### src/hw/rtl/wsjd_pkg.sv
// Package for the work-stealing job dispatcher.
// Holds the command codes, the fixed field widths and the result info struct.
// No dependencies.
package wsjd_pkg;

    localparam int JOB_W    = 16;
    localparam int WORKER_W = 3;
    localparam int SRC_W    = 3;
    localparam int TOTAL_W  = 8;
    localparam int WC_W     = 4;

    localparam logic CMD_SUBMIT = 1'b0;
    localparam logic CMD_TAKE   = 1'b1;

    localparam logic [WC_W-1:0]    WC_RESET  = 4'd8;
    localparam logic [TOTAL_W-1:0] TOTAL_SAT = 8'hFF;

    // Everything about one request's outcome except the popped handle,
    // which arrives later from the job store.
    typedef struct packed {
        logic               granted;
        logic               popped;
        logic [SRC_W-1:0]   source_queue;
        logic               stolen;
        logic               overflow;
        logic [TOTAL_W-1:0] queued_total;
    } t_grant_info;

endpackage

### src/hw/rtl/wsjd_req_if.sv
// Request channel of the job dispatcher: valid/ready plus request payload.
// Depends on wsjd_pkg for the field widths.
interface wsjd_req_if import wsjd_pkg::*; ();
    logic                valid;
    logic                ready;
    logic                cmd;
    logic [JOB_W-1:0]    job_handle;
    logic [WORKER_W-1:0] worker;

    modport source (output valid, cmd, job_handle, worker, input ready);
    modport sink   (input valid, cmd, job_handle, worker, output ready);
endinterface

### src/hw/rtl/wsjd_res_if.sv
// Result channel of the job dispatcher: valid/ready plus result payload.
// Depends on wsjd_pkg for the field widths.
interface wsjd_res_if import wsjd_pkg::*; ();
    logic               valid;
    logic               ready;
    logic               granted;
    logic [JOB_W-1:0]   job_out;
    logic [SRC_W-1:0]   source_queue;
    logic               stolen;
    logic               overflow;
    logic [TOTAL_W-1:0] queued_total;

    modport source (output valid, granted, job_out, source_queue, stolen, overflow,
                    queued_total, input ready);
    modport sink   (input valid, granted, job_out, source_queue, stolen, overflow,
                    queued_total, output ready);
endinterface

### src/hw/rtl/wsjd_ram.sv
// Generic single-write, single-read RAM with a registered read port.
// No dependencies.
module wsjd_ram #(
    parameter int WIDTH = 16,
    parameter int DEPTH = 128,
    localparam int AW   = $clog2(DEPTH)
) (
    input  logic             i_clk,
    input  logic             i_we,
    input  logic [AW-1:0]    i_waddr,
    input  logic [WIDTH-1:0] i_wdata,
    input  logic             i_re,
    input  logic [AW-1:0]    i_raddr,
    output logic [WIDTH-1:0] o_rdata
);

    logic [WIDTH-1:0] r_mem [DEPTH];
    logic [WIDTH-1:0] r_rdata;

    always_ff @(posedge i_clk) begin
        if (i_we) begin
            r_mem[i_waddr] <= i_wdata;
        end
        if (i_re) begin
            r_rdata <= r_mem[i_raddr];
        end
    end

    assign o_rdata = r_rdata;

endmodule

### src/hw/rtl/wsjd_ctrl.sv
// Queue bookkeeping for the job dispatcher: per-queue head and count, the
// round-robin pointer, the steal search and the store addresses.
// Depends on wsjd_pkg; drives the job store in wsjd_ram.
module wsjd_ctrl import wsjd_pkg::*; #(
    parameter int NUM_QUEUES  = 8,
    parameter int QUEUE_DEPTH = 16,
    parameter int HANDLE_BITS = 16,
    localparam int AW         = $clog2(NUM_QUEUES * QUEUE_DEPTH)
) (
    input  logic                   i_clk,
    input  logic                   i_rst_n,
    input  logic                   i_cfg_we,
    input  logic [WC_W-1:0]        i_cfg_wdata,
    input  logic                   i_accept,
    input  logic                   i_cmd,
    input  logic [JOB_W-1:0]       i_job_handle,
    input  logic [WORKER_W-1:0]    i_worker,
    output logic                   o_ram_we,
    output logic [AW-1:0]          o_ram_waddr,
    output logic [HANDLE_BITS-1:0] o_ram_wdata,
    output logic                   o_ram_re,
    output logic [AW-1:0]          o_ram_raddr,
    output t_grant_info            o_info
);

    localparam int QW      = $clog2(NUM_QUEUES);
    localparam int CW      = $clog2(NUM_QUEUES + 1);
    localparam int HW      = $clog2(QUEUE_DEPTH);
    localparam int DW      = $clog2(QUEUE_DEPTH + 1);
    localparam int TW      = $clog2(NUM_QUEUES * QUEUE_DEPTH + 1);
    localparam int RESET_N = (8 < NUM_QUEUES) ? 8 : NUM_QUEUES;

    logic [HW-1:0]         r_head  [NUM_QUEUES];
    logic [HW-1:0]         n_head  [NUM_QUEUES];
    logic [DW-1:0]         r_count [NUM_QUEUES];
    logic [DW-1:0]         n_count [NUM_QUEUES];
    logic [QW-1:0]         r_next;
    logic [QW-1:0]         n_next;
    logic [TW-1:0]         r_total;
    logic [TW-1:0]         n_total;
    logic [CW-1:0]         r_active_n;
    logic [NUM_QUEUES-1:0] r_active_mask;
    logic [CW-1:0]         cfg_n;
    logic [NUM_QUEUES-1:0] cfg_mask;
    logic [NUM_QUEUES-1:0] rst_mask;
    t_grant_info           r_info;
    t_grant_info           n_info;

    logic [NUM_QUEUES-1:0] nonempty;
    logic [NUM_QUEUES-1:0] steal_mask;
    logic [NUM_QUEUES-1:0] steal_low;
    logic [QW-1:0]         steal_idx;
    logic                  steal_hit;
    logic                  own_ok;
    logic [QW-1:0]         own_idx;
    logic                  own_hit;
    logic                  is_submit;
    logic [QW-1:0]         tgt;
    logic                  full;
    logic                  push_ok;
    logic [DW:0]           tail_sum;
    logic [HW-1:0]         tail_pos;
    logic                  do_pop;
    logic [QW-1:0]         pq;
    logic [HW-1:0]         pop_head_nx;

    // Clamp the written worker count into 1..NUM_QUEUES once, at the write.
    always_comb begin
        if (i_cfg_wdata == '0) begin
            cfg_n = CW'(1);
        end else if (32'(i_cfg_wdata) > NUM_QUEUES) begin
            cfg_n = CW'(NUM_QUEUES);
        end else begin
            cfg_n = CW'(i_cfg_wdata);
        end
        for (int i = 0; i < NUM_QUEUES; i++) begin
            cfg_mask[i] = (32'(cfg_n) > i);
            rst_mask[i] = (RESET_N > i);
        end
    end

    always_comb begin
        is_submit = (i_cmd == CMD_SUBMIT);
        own_ok    = (32'(i_worker) < NUM_QUEUES);
        own_idx   = QW'(i_worker);
        for (int i = 0; i < NUM_QUEUES; i++) begin
            nonempty[i]   = (r_count[i] != '0);
            steal_mask[i] = nonempty[i] && r_active_mask[i] && (32'(i_worker) != i);
        end
        own_hit   = own_ok && nonempty[own_idx];
        steal_hit = |steal_mask;
        // Isolate the lowest set bit, then turn that one-hot into an index.
        steal_low = steal_mask & (~steal_mask + 1'b1);
        steal_idx = '0;
        for (int i = 0; i < NUM_QUEUES; i++) begin
            steal_idx = steal_idx | (steal_low[i] ? QW'(i) : '0);
        end

        // A pointer left stale by a lowered count restarts at queue 0.
        tgt      = r_active_mask[r_next] ? r_next : '0;
        full     = (r_count[tgt] == DW'(QUEUE_DEPTH));
        push_ok  = is_submit && !full;
        tail_sum = (DW+1)'(r_head[tgt]) + (DW+1)'(r_count[tgt]);
        tail_pos = (tail_sum >= (DW+1)'(QUEUE_DEPTH)) ?
                   HW'(tail_sum - (DW+1)'(QUEUE_DEPTH)) : HW'(tail_sum);

        do_pop      = !is_submit && (own_hit || steal_hit);
        pq          = own_hit ? own_idx : steal_idx;
        pop_head_nx = (32'(r_head[pq]) + 1 == QUEUE_DEPTH) ? '0 : HW'(r_head[pq] + 1'b1);

        n_head  = r_head;
        n_count = r_count;
        n_next  = r_next;
        n_total = r_total;
        if (i_accept) begin
            if (is_submit) begin
                n_next = ((CW'(tgt) + 1'b1) == r_active_n) ? '0 : QW'(tgt + 1'b1);
                if (push_ok) begin
                    n_count[tgt] = r_count[tgt] + 1'b1;
                    n_total      = r_total + 1'b1;
                end
            end else if (do_pop) begin
                n_head[pq]  = pop_head_nx;
                n_count[pq] = r_count[pq] - 1'b1;
                n_total     = r_total - 1'b1;
            end
        end

        n_info.granted      = push_ok || do_pop;
        n_info.popped       = do_pop;
        n_info.source_queue = is_submit ? SRC_W'(tgt) : (do_pop ? SRC_W'(pq) : '0);
        n_info.stolen       = do_pop && !own_hit;
        n_info.overflow     = is_submit && full;
        n_info.queued_total = (32'(n_total) > 32'(TOTAL_SAT)) ? TOTAL_SAT
                                                              : TOTAL_W'(n_total);
    end

    always_ff @(posedge i_clk) begin
        if (!i_rst_n) begin
            for (int i = 0; i < NUM_QUEUES; i++) begin
                r_head[i]  <= '0;
                r_count[i] <= '0;
            end
            r_next        <= '0;
            r_total       <= '0;
            r_active_n    <= CW'(RESET_N);
            r_active_mask <= rst_mask;
        end else begin
            r_head  <= n_head;
            r_count <= n_count;
            r_next  <= n_next;
            r_total <= n_total;
            if (i_cfg_we) begin
                r_active_n    <= cfg_n;
                r_active_mask <= cfg_mask;
            end
        end
    end

    always_ff @(posedge i_clk) begin
        if (i_accept) begin
            r_info <= n_info;
        end
    end

    assign o_info      = r_info;
    assign o_ram_we    = i_accept && push_ok;
    assign o_ram_waddr = AW'(tgt) * AW'(QUEUE_DEPTH) + AW'(tail_pos);
    assign o_ram_wdata = HANDLE_BITS'(i_job_handle);
    assign o_ram_re    = i_accept && do_pop;
    assign o_ram_raddr = AW'(pq) * AW'(QUEUE_DEPTH) + AW'(r_head[pq]);

    // The running total only moves when a request is taken in.
    a_total_quiet: assert property (@(posedge i_clk) disable iff (!i_rst_n)
        !i_accept |=> $stable(r_total))
        else $error("queued total changed without a request");

    // A granted take leaves exactly one job fewer in the queues.
    a_take_dec: assert property (@(posedge i_clk) disable iff (!i_rst_n)
        i_accept && !is_submit && do_pop |=> r_total == $past(r_total) - 1'b1)
        else $error("granted take did not remove one job");

    // After a submit the round-robin pointer names an active queue.
    a_next_active: assert property (@(posedge i_clk) disable iff (!i_rst_n)
        i_accept && is_submit && !i_cfg_we |=> r_active_mask[r_next])
        else $error("round-robin pointer left the active queues");

    // A steal is only made when the asking worker's own queue was empty.
    a_steal_own_empty: assert property (@(posedge i_clk) disable iff (!i_rst_n)
        i_accept && do_pop && !own_hit |-> !(own_ok && nonempty[own_idx]))
        else $error("steal taken while own queue held jobs");

endmodule

### src/hw/rtl/work_stealing_job_dispatcher_core.sv
// Top level of the work-stealing job dispatcher: request intake, the
// bookkeeping unit, the job store and the result register.
// Depends on wsjd_pkg, wsjd_req_if, wsjd_res_if, wsjd_ctrl and wsjd_ram.
//
//  channel      direction  handshake          payload
//  i_req        in         valid / ready      cmd, job_handle, worker
//  o_res        out        valid / ready      granted, job_out, source_queue,
//                                             stolen, overflow, queued_total
//  i_cfg_*      in         i_cfg_we           i_cfg_wdata (worker count)
//
// One request is taken per clock unless the result side stalls; its result
// is registered in stage one (bookkeeping and store read) and then in the
// output register. The job store does at most one push or one pop per cycle.
// Synchronous reset empties all queues at once; there is no clearing pass.
// A stalled result holds in the output register while one more request
// completes in the stage behind it, then the request side stalls.
module work_stealing_job_dispatcher_core import wsjd_pkg::*; #(
    parameter int NUM_QUEUES  = 8,
    parameter int QUEUE_DEPTH = 16,
    parameter int HANDLE_BITS = 16
) (
    input  logic             i_clk,
    input  logic             i_rst_n,
    input  logic             i_cfg_we,
    input  logic [WC_W-1:0]  i_cfg_wdata,
    wsjd_req_if.sink         i_req,
    wsjd_res_if.source       o_res
);

    localparam int RAM_DEPTH = NUM_QUEUES * QUEUE_DEPTH;
    localparam int AW        = $clog2(RAM_DEPTH);

    logic                   accept;
    logic                   s1_move;
    logic                   r_s1_valid;
    logic                   r_out_valid;
    t_grant_info            r_out_info;
    logic [JOB_W-1:0]       r_out_job;
    t_grant_info            s1_info;
    logic                   ram_we;
    logic [AW-1:0]          ram_waddr;
    logic [HANDLE_BITS-1:0] ram_wdata;
    logic                   ram_re;
    logic [AW-1:0]          ram_raddr;
    logic [HANDLE_BITS-1:0] ram_rdata;

    // The store's read register holds while stage one waits, since no new
    // request is taken then.
    assign s1_move     = r_s1_valid && (!r_out_valid || o_res.ready);
    assign i_req.ready = !r_s1_valid || s1_move;
    assign accept      = i_req.valid && i_req.ready;

    wsjd_ctrl #(
        .NUM_QUEUES  (NUM_QUEUES),
        .QUEUE_DEPTH (QUEUE_DEPTH),
        .HANDLE_BITS (HANDLE_BITS)
    ) u_ctrl (
        .i_clk        (i_clk),
        .i_rst_n      (i_rst_n),
        .i_cfg_we     (i_cfg_we),
        .i_cfg_wdata  (i_cfg_wdata),
        .i_accept     (accept),
        .i_cmd        (i_req.cmd),
        .i_job_handle (i_req.job_handle),
        .i_worker     (i_req.worker),
        .o_ram_we     (ram_we),
        .o_ram_waddr  (ram_waddr),
        .o_ram_wdata  (ram_wdata),
        .o_ram_re     (ram_re),
        .o_ram_raddr  (ram_raddr),
        .o_info       (s1_info)
    );

    wsjd_ram #(
        .WIDTH (HANDLE_BITS),
        .DEPTH (RAM_DEPTH)
    ) u_ram (
        .i_clk   (i_clk),
        .i_we    (ram_we),
        .i_waddr (ram_waddr),
        .i_wdata (ram_wdata),
        .i_re    (ram_re),
        .i_raddr (ram_raddr),
        .o_rdata (ram_rdata)
    );

    always_ff @(posedge i_clk) begin
        if (!i_rst_n) begin
            r_s1_valid  <= 1'b0;
            r_out_valid <= 1'b0;
        end else begin
            if (accept) begin
                r_s1_valid <= 1'b1;
            end else if (s1_move) begin
                r_s1_valid <= 1'b0;
            end
            if (s1_move) begin
                r_out_valid <= 1'b1;
            end else if (o_res.ready) begin
                r_out_valid <= 1'b0;
            end
        end
    end

    always_ff @(posedge i_clk) begin
        if (s1_move) begin
            r_out_info <= s1_info;
            r_out_job  <= s1_info.popped ? JOB_W'(ram_rdata) : '0;
        end
    end

    assign o_res.valid        = r_out_valid;
    assign o_res.granted      = r_out_info.granted;
    assign o_res.job_out      = r_out_job;
    assign o_res.source_queue = r_out_info.source_queue;
    assign o_res.stolen       = r_out_info.stolen;
    assign o_res.overflow     = r_out_info.overflow;
    assign o_res.queued_total = r_out_info.queued_total;

endmodule

### src/flat_wrapper.sv
// flat-port wrapper written by rule: the top's interface ports become plain ports
module work_stealing_job_dispatcher_core_flat import wsjd_pkg::*;
#(
    parameter int NUM_QUEUES  = 8,
    parameter int QUEUE_DEPTH = 16,
    parameter int HANDLE_BITS = 16
)
  (i_clk, i_rst_n, i_cfg_we, i_cfg_wdata, i_req_valid, i_req_cmd, i_req_job_handle, i_req_worker, i_req_ready, o_res_valid, o_res_granted, o_res_job_out, o_res_source_queue, o_res_stolen, o_res_overflow, o_res_queued_total, o_res_ready);
  wsjd_req_if i_req_i ();
  wsjd_res_if o_res_i ();
  input  logic i_clk;
  input  logic i_rst_n;
  input  logic i_cfg_we;
  input  logic [WC_W-1:0] i_cfg_wdata;
  input wire logic [$bits(i_req_i.valid)-1:0] i_req_valid;
  input wire logic [$bits(i_req_i.cmd)-1:0] i_req_cmd;
  input wire logic [$bits(i_req_i.job_handle)-1:0] i_req_job_handle;
  input wire logic [$bits(i_req_i.worker)-1:0] i_req_worker;
  output wire logic [$bits(i_req_i.ready)-1:0] i_req_ready;
  output wire logic [$bits(o_res_i.valid)-1:0] o_res_valid;
  output wire logic [$bits(o_res_i.granted)-1:0] o_res_granted;
  output wire logic [$bits(o_res_i.job_out)-1:0] o_res_job_out;
  output wire logic [$bits(o_res_i.source_queue)-1:0] o_res_source_queue;
  output wire logic [$bits(o_res_i.stolen)-1:0] o_res_stolen;
  output wire logic [$bits(o_res_i.overflow)-1:0] o_res_overflow;
  output wire logic [$bits(o_res_i.queued_total)-1:0] o_res_queued_total;
  input wire logic [$bits(o_res_i.ready)-1:0] o_res_ready;
  assign i_req_i.valid = i_req_valid;
  assign i_req_i.cmd = i_req_cmd;
  assign i_req_i.job_handle = i_req_job_handle;
  assign i_req_i.worker = i_req_worker;
  assign i_req_ready = i_req_i.ready;
  assign o_res_valid = o_res_i.valid;
  assign o_res_granted = o_res_i.granted;
  assign o_res_job_out = o_res_i.job_out;
  assign o_res_source_queue = o_res_i.source_queue;
  assign o_res_stolen = o_res_i.stolen;
  assign o_res_overflow = o_res_i.overflow;
  assign o_res_queued_total = o_res_i.queued_total;
  assign o_res_i.ready = o_res_ready;
  work_stealing_job_dispatcher_core #(.NUM_QUEUES(NUM_QUEUES), .QUEUE_DEPTH(QUEUE_DEPTH), .HANDLE_BITS(HANDLE_BITS)) u_core (.i_clk(i_clk), .i_rst_n(i_rst_n), .i_cfg_we(i_cfg_we), .i_cfg_wdata(i_cfg_wdata), .i_req(i_req_i), .o_res(o_res_i));
endmodule
### config.mk
export PLATFORM = sky130hd
export DESIGN_NAME = work_stealing_job_dispatcher_core_flat
export DESIGN_NICKNAME = d
export VERILOG_FILES = /design/src/hw/rtl/wsjd_pkg.sv /design/src/hw/rtl/wsjd_req_if.sv /design/src/hw/rtl/wsjd_res_if.sv /design/src/hw/rtl/wsjd_ram.sv /design/src/hw/rtl/wsjd_ctrl.sv /design/src/hw/rtl/work_stealing_job_dispatcher_core.sv /design/src/flat_wrapper.sv
export SDC_FILE = /design/constraint.sdc
export NUM_CORES = 2
export LEC_CHECK = 0
export BUFFER_PORTS_ARGS = -buffer_cell sky130_fd_sc_hd__buf_2
export CORE_ASPECT_RATIO = 0.75
export CORE_UTILIZATION = 50
export CTS_CLUSTER_DIAMETER = 80
export CTS_CLUSTER_SIZE = 14
export DETAILED_ROUTE_END_ITERATION = 8
export PLACE_DENSITY = 0.66
export SLEW_MARGIN = 10
export SYNTH_ARGS = -nofsm -noshare
export SYNTH_HDL_FRONTEND = slang
export SYNTH_HIERARCHICAL = 1
export SYNTH_SLANG_ARGS = --single-unit
### constraint.sdc
create_clock -name i_clk -period 7.5 [get_ports i_clk]
set_input_delay 0.75 -clock i_clk [delete_from_list [all_inputs] [get_ports i_clk]]
set_output_delay 0.75 -clock i_clk [all_outputs]
set_load 0.02 [all_outputs]
==> impl_metrics.ini <==
[status]
run_status = finished, final reports clean

[clocking]
cts.repair.resized = 0
ctsHoldBuffers = 0
cts_post_setup_buffers_inserted = 0
cell_at_the_root_of_the_clock_tree = clkbuf_16
clock_edge_transition_at_the_registers_on_the_reported_setup_and_hold_paths_ns = 0.07
tritoncts_num_sinks = 2205
clockBufferDepth = 3
tritoncts_buffers = 176
worstSkewPairLatency_ns = 0.84
tritoncts = built
htree_levels = 4

[placed_design]
numPortBuffers = 60
gp_congestion = 0.9038
dpl.hpwl_um = 134900

[final_layout]
mostFrequentLayoutCells = edfxtp_1, mux4_2, buf_4
fillers = 12690
layout_commonest_cell = edfxtp_1
utilization_pct = 55.67
combined_area_of_the_multi_input_logic_cells_um2 = 20830
area_delta_synth_final_pct = 10.40
final-seq-area_um2 = 65250
final_layout_size_suffix_gt1_share_pct = 28.99
final_net_count = 4296

[synth]
synth.area.top_cells = edfxtp_1, mux4_2, dfxtp_1, nor2_1, nand2_1
syn-num-nets = 4066
synthesis.yosys.warnings = 6
netlist-cell-type-count = 81
post_synth_inst_count = 4026
synth-seq-area-share_pct = 74.90
syn-mean-instance-area_um2 = 21.64
async_reset_ff_share_pct = 0
ys_dominant_reg_cell = edfxtp_1
synth_seq_cells = 2205
post_synth_instance_area_um2 = 87120
synth_largest_area_cell = edfxtp_1
synth.top_cell.area_share_pct = 72.69
post_synth_edffs = 2109

[timing]
clock-skew-final_ns = 0.04015
period_needed_ns = 6.502
period_share_pct = 86.70
setup_repair_after_global_routing_missed_its_margin = no
tns_ns = 0
fin_hold_ws_ns = 0.1921
slew-limit-headroom_pct = 21.12
maxClockFrequency_mhz = 153.8
timing_worst_slew_pin_value_ns = 1.183
timing.final.hold_violations = 0
setup_viol = 0
drv_slew = 0

[power_and_ir_drop]
power.density_nw_per_um2 = 342.6
total_leakage_power_uw = 0.02880
worst_ir_drop_vdd_mv = 0.3115

[critical_path]
critical-path-top-cell-by-count = mux4_2
critPathLaunchType = flip-flop
critPathMaxStageDelay_ns = 0.66
crit_required_ns = 8.09
critical_path_peak_fanout = 83
crit_path_cell_trace = or4_4 > o221ai_1 > nand4_2 > o31ai_4 > nand2_2 > inv_2 > mux2_1 > mux4_4 > buf_12 > buf_12 > mux4_2 > mux4_2 > mux4_2 > mux2_2
crit_path_top_delay_cell = mux4_2
setup.reg_to_reg.worst_slack_ns = 1.0
worstSetupEndpointType = flip-flop
type_of_the_worst_setup_path = flip-flop to flip-flop
arrival_ns = 7.09

[routing]
remaining_drcs = 0
avgViaCountPerCell = 6.639
post_drt_wl_per_cell_um = 34.07
route.antenna.remaining_nets = 0
wl_um = 224200
firstDrtPassIters = 6
detail_route.iter0.violations = 6264
total_number_of_vias = 43690

[floorplan]
core_area_um2 = 172800
initial_utilization_pct = 50.43
design.portCount = 61
die_height_um = 363.5
dieArea_um2 = 175900
chipWidth_um = 484.0
placementRows = 132

[global_route]
number_of_antenna_violations_at_the_first_check_in_global_routing = 12
congestion_overflow_gr = 0
grt_max_degree = 100
grt_pass1_wl_um = 320000
combined_global_route_utilization_of_all_metal_layers_pct = 25.76
first_global_vias = 42370

[job]
maxCapViolations = 0

[min_path]
min-delay-path-class = input pin to flip-flop
==> flip-flops by register name (all words and copies together), names as in the netlist, 3 cells and up <==
signal                       cells
u_core/u_ctrl/r_active_n         4
u_core/o_res.source_queue        3
u_core/u_ctrl/r_next             3
u_core/u_ctrl/r_head            32
u_core/u_ctrl/o_info            15
u_core/u_ram/o_rdata            16
u_core/u_ctrl/r_active_mask      7
u_core/o_res.queued_total        8
u_core/o_res.job_out            16
u_core/u_ctrl/r_count           40
u_core/u_ctrl/r_total            8
u_core/u_ram/r_mem            2048
==> metrics by stage <==
step	power (uW)	area, um^2	cells	setup slack [ns]
floorplan	20800	87120	4026	1.209
global placement	24690	91370	6356	0.9423
detailed placement	24720	91370	6356	0.8917
CTS	33060	96180	6580	1.151
global route	33980	96180	6580	0.9707
finish	32950	96180	6581	0.9976
==> layer usage <==
layer / part of all wire, % / global-route usage [%]
met5: 0.0054 / 0
met4: 1.7 / 5.222
met3: 11 / 6.119
met2: 45 / 37.32
met1: 43 / 40.03
==> cell type report <==
class	count	share of cell area (%)
diodes	1	0.002602
clock buffers	205	4.703
clock inverters	19	0.2940
inverters	31	0.1262
multi-input cells	1557	21.66
flip-flops and latches	2205	67.84
well taps	2278	2.963
repair buffers	285	2.409
==> report_power, final <==
group          switching, uW  internal [uW]  leakage, uW
Combinational           6060           4590      0.00671
Clock                   4180           4260      0.00232
Sequential               136          13700       0.0198
==> synth_stat cells, types with 7 or more instances <==
master and count:
a211oi_1 14, a22oi_1 14, buf_1 32, o211ai_1 26, nor2_1 192, o2bb2ai_1 16, nand2_1 128, nand4_1 7
clkbuf_1 120, o31ai_1 9, a211o_1 7, xnor2_1 11, nand2b_1 19, a21oi_1 36, a2111o_1 8, o21ai_0 47
o221ai_1 12, mux4_2 687, buf_4 18, a31oi_1 7, nand3_1 49, dfxtp_1 96, ha_1 10, mux2_2 20
mux2i_1 18, and2_1 26, o221a_2 7, nor3_1 41, buf_2 59, a22o_1 7, edfxtp_1 2109, nor2b_1 13
o22ai_1 18, inv_1 30
==> kinds of logic (layout without fill, tap and decap cells) <==
family                   count (synthesis)  count (layout)  synth area share (%)
flip-flops                            2205            2205                 74.90
multiplexers                           728             728                 18.27
AND/OR/NAND/NOR                        521             521                 2.770
AO/OA/AOI/OAI                          280             280                 2.391
buffers and inverters                  264             540                 1.334
XOR/XNOR                                17              17                0.1709
adder cells (fa/ha/maj)                 11              11                0.1666
other                                    0               1                     0
==> worst max-delay path: cells and delay by family (launching register included) <==
family | cells | cell delay [ns]
compound gates | 2 | 0.84
buf+inv | 3 | 0.55
simple gates | 3 | 1.08
mux | 6 | 3.12
flops | 1 | 0.38
==> worst paths after layout <==
| path | startpoint | end | cells after the start |
|---|---|---|---|
| worst max-delay path | u_core/u_ctrl/r_count[34]$_SDFFE_PN0P_ | u_core/u_ram/o_rdata[2]$_DFFE_PP_ | 14 |
| worst min-delay path | i_req_valid | u_core/r_s1_valid$_SDFFE_PN0P_ | 3 |
| worst max register to register | u_core/u_ctrl/r_count[34]$_SDFFE_PN0P_ | u_core/u_ram/o_rdata[2]$_DFFE_PP_ | 14 |
| worst min register to register | u_core/u_ctrl/o_info[3]$_DFFE_PP_ | u_core/o_res.queued_total[3]$_DFFE_PP_ | 0 |
No activity file was read; power rests on OpenSTA's default activity.
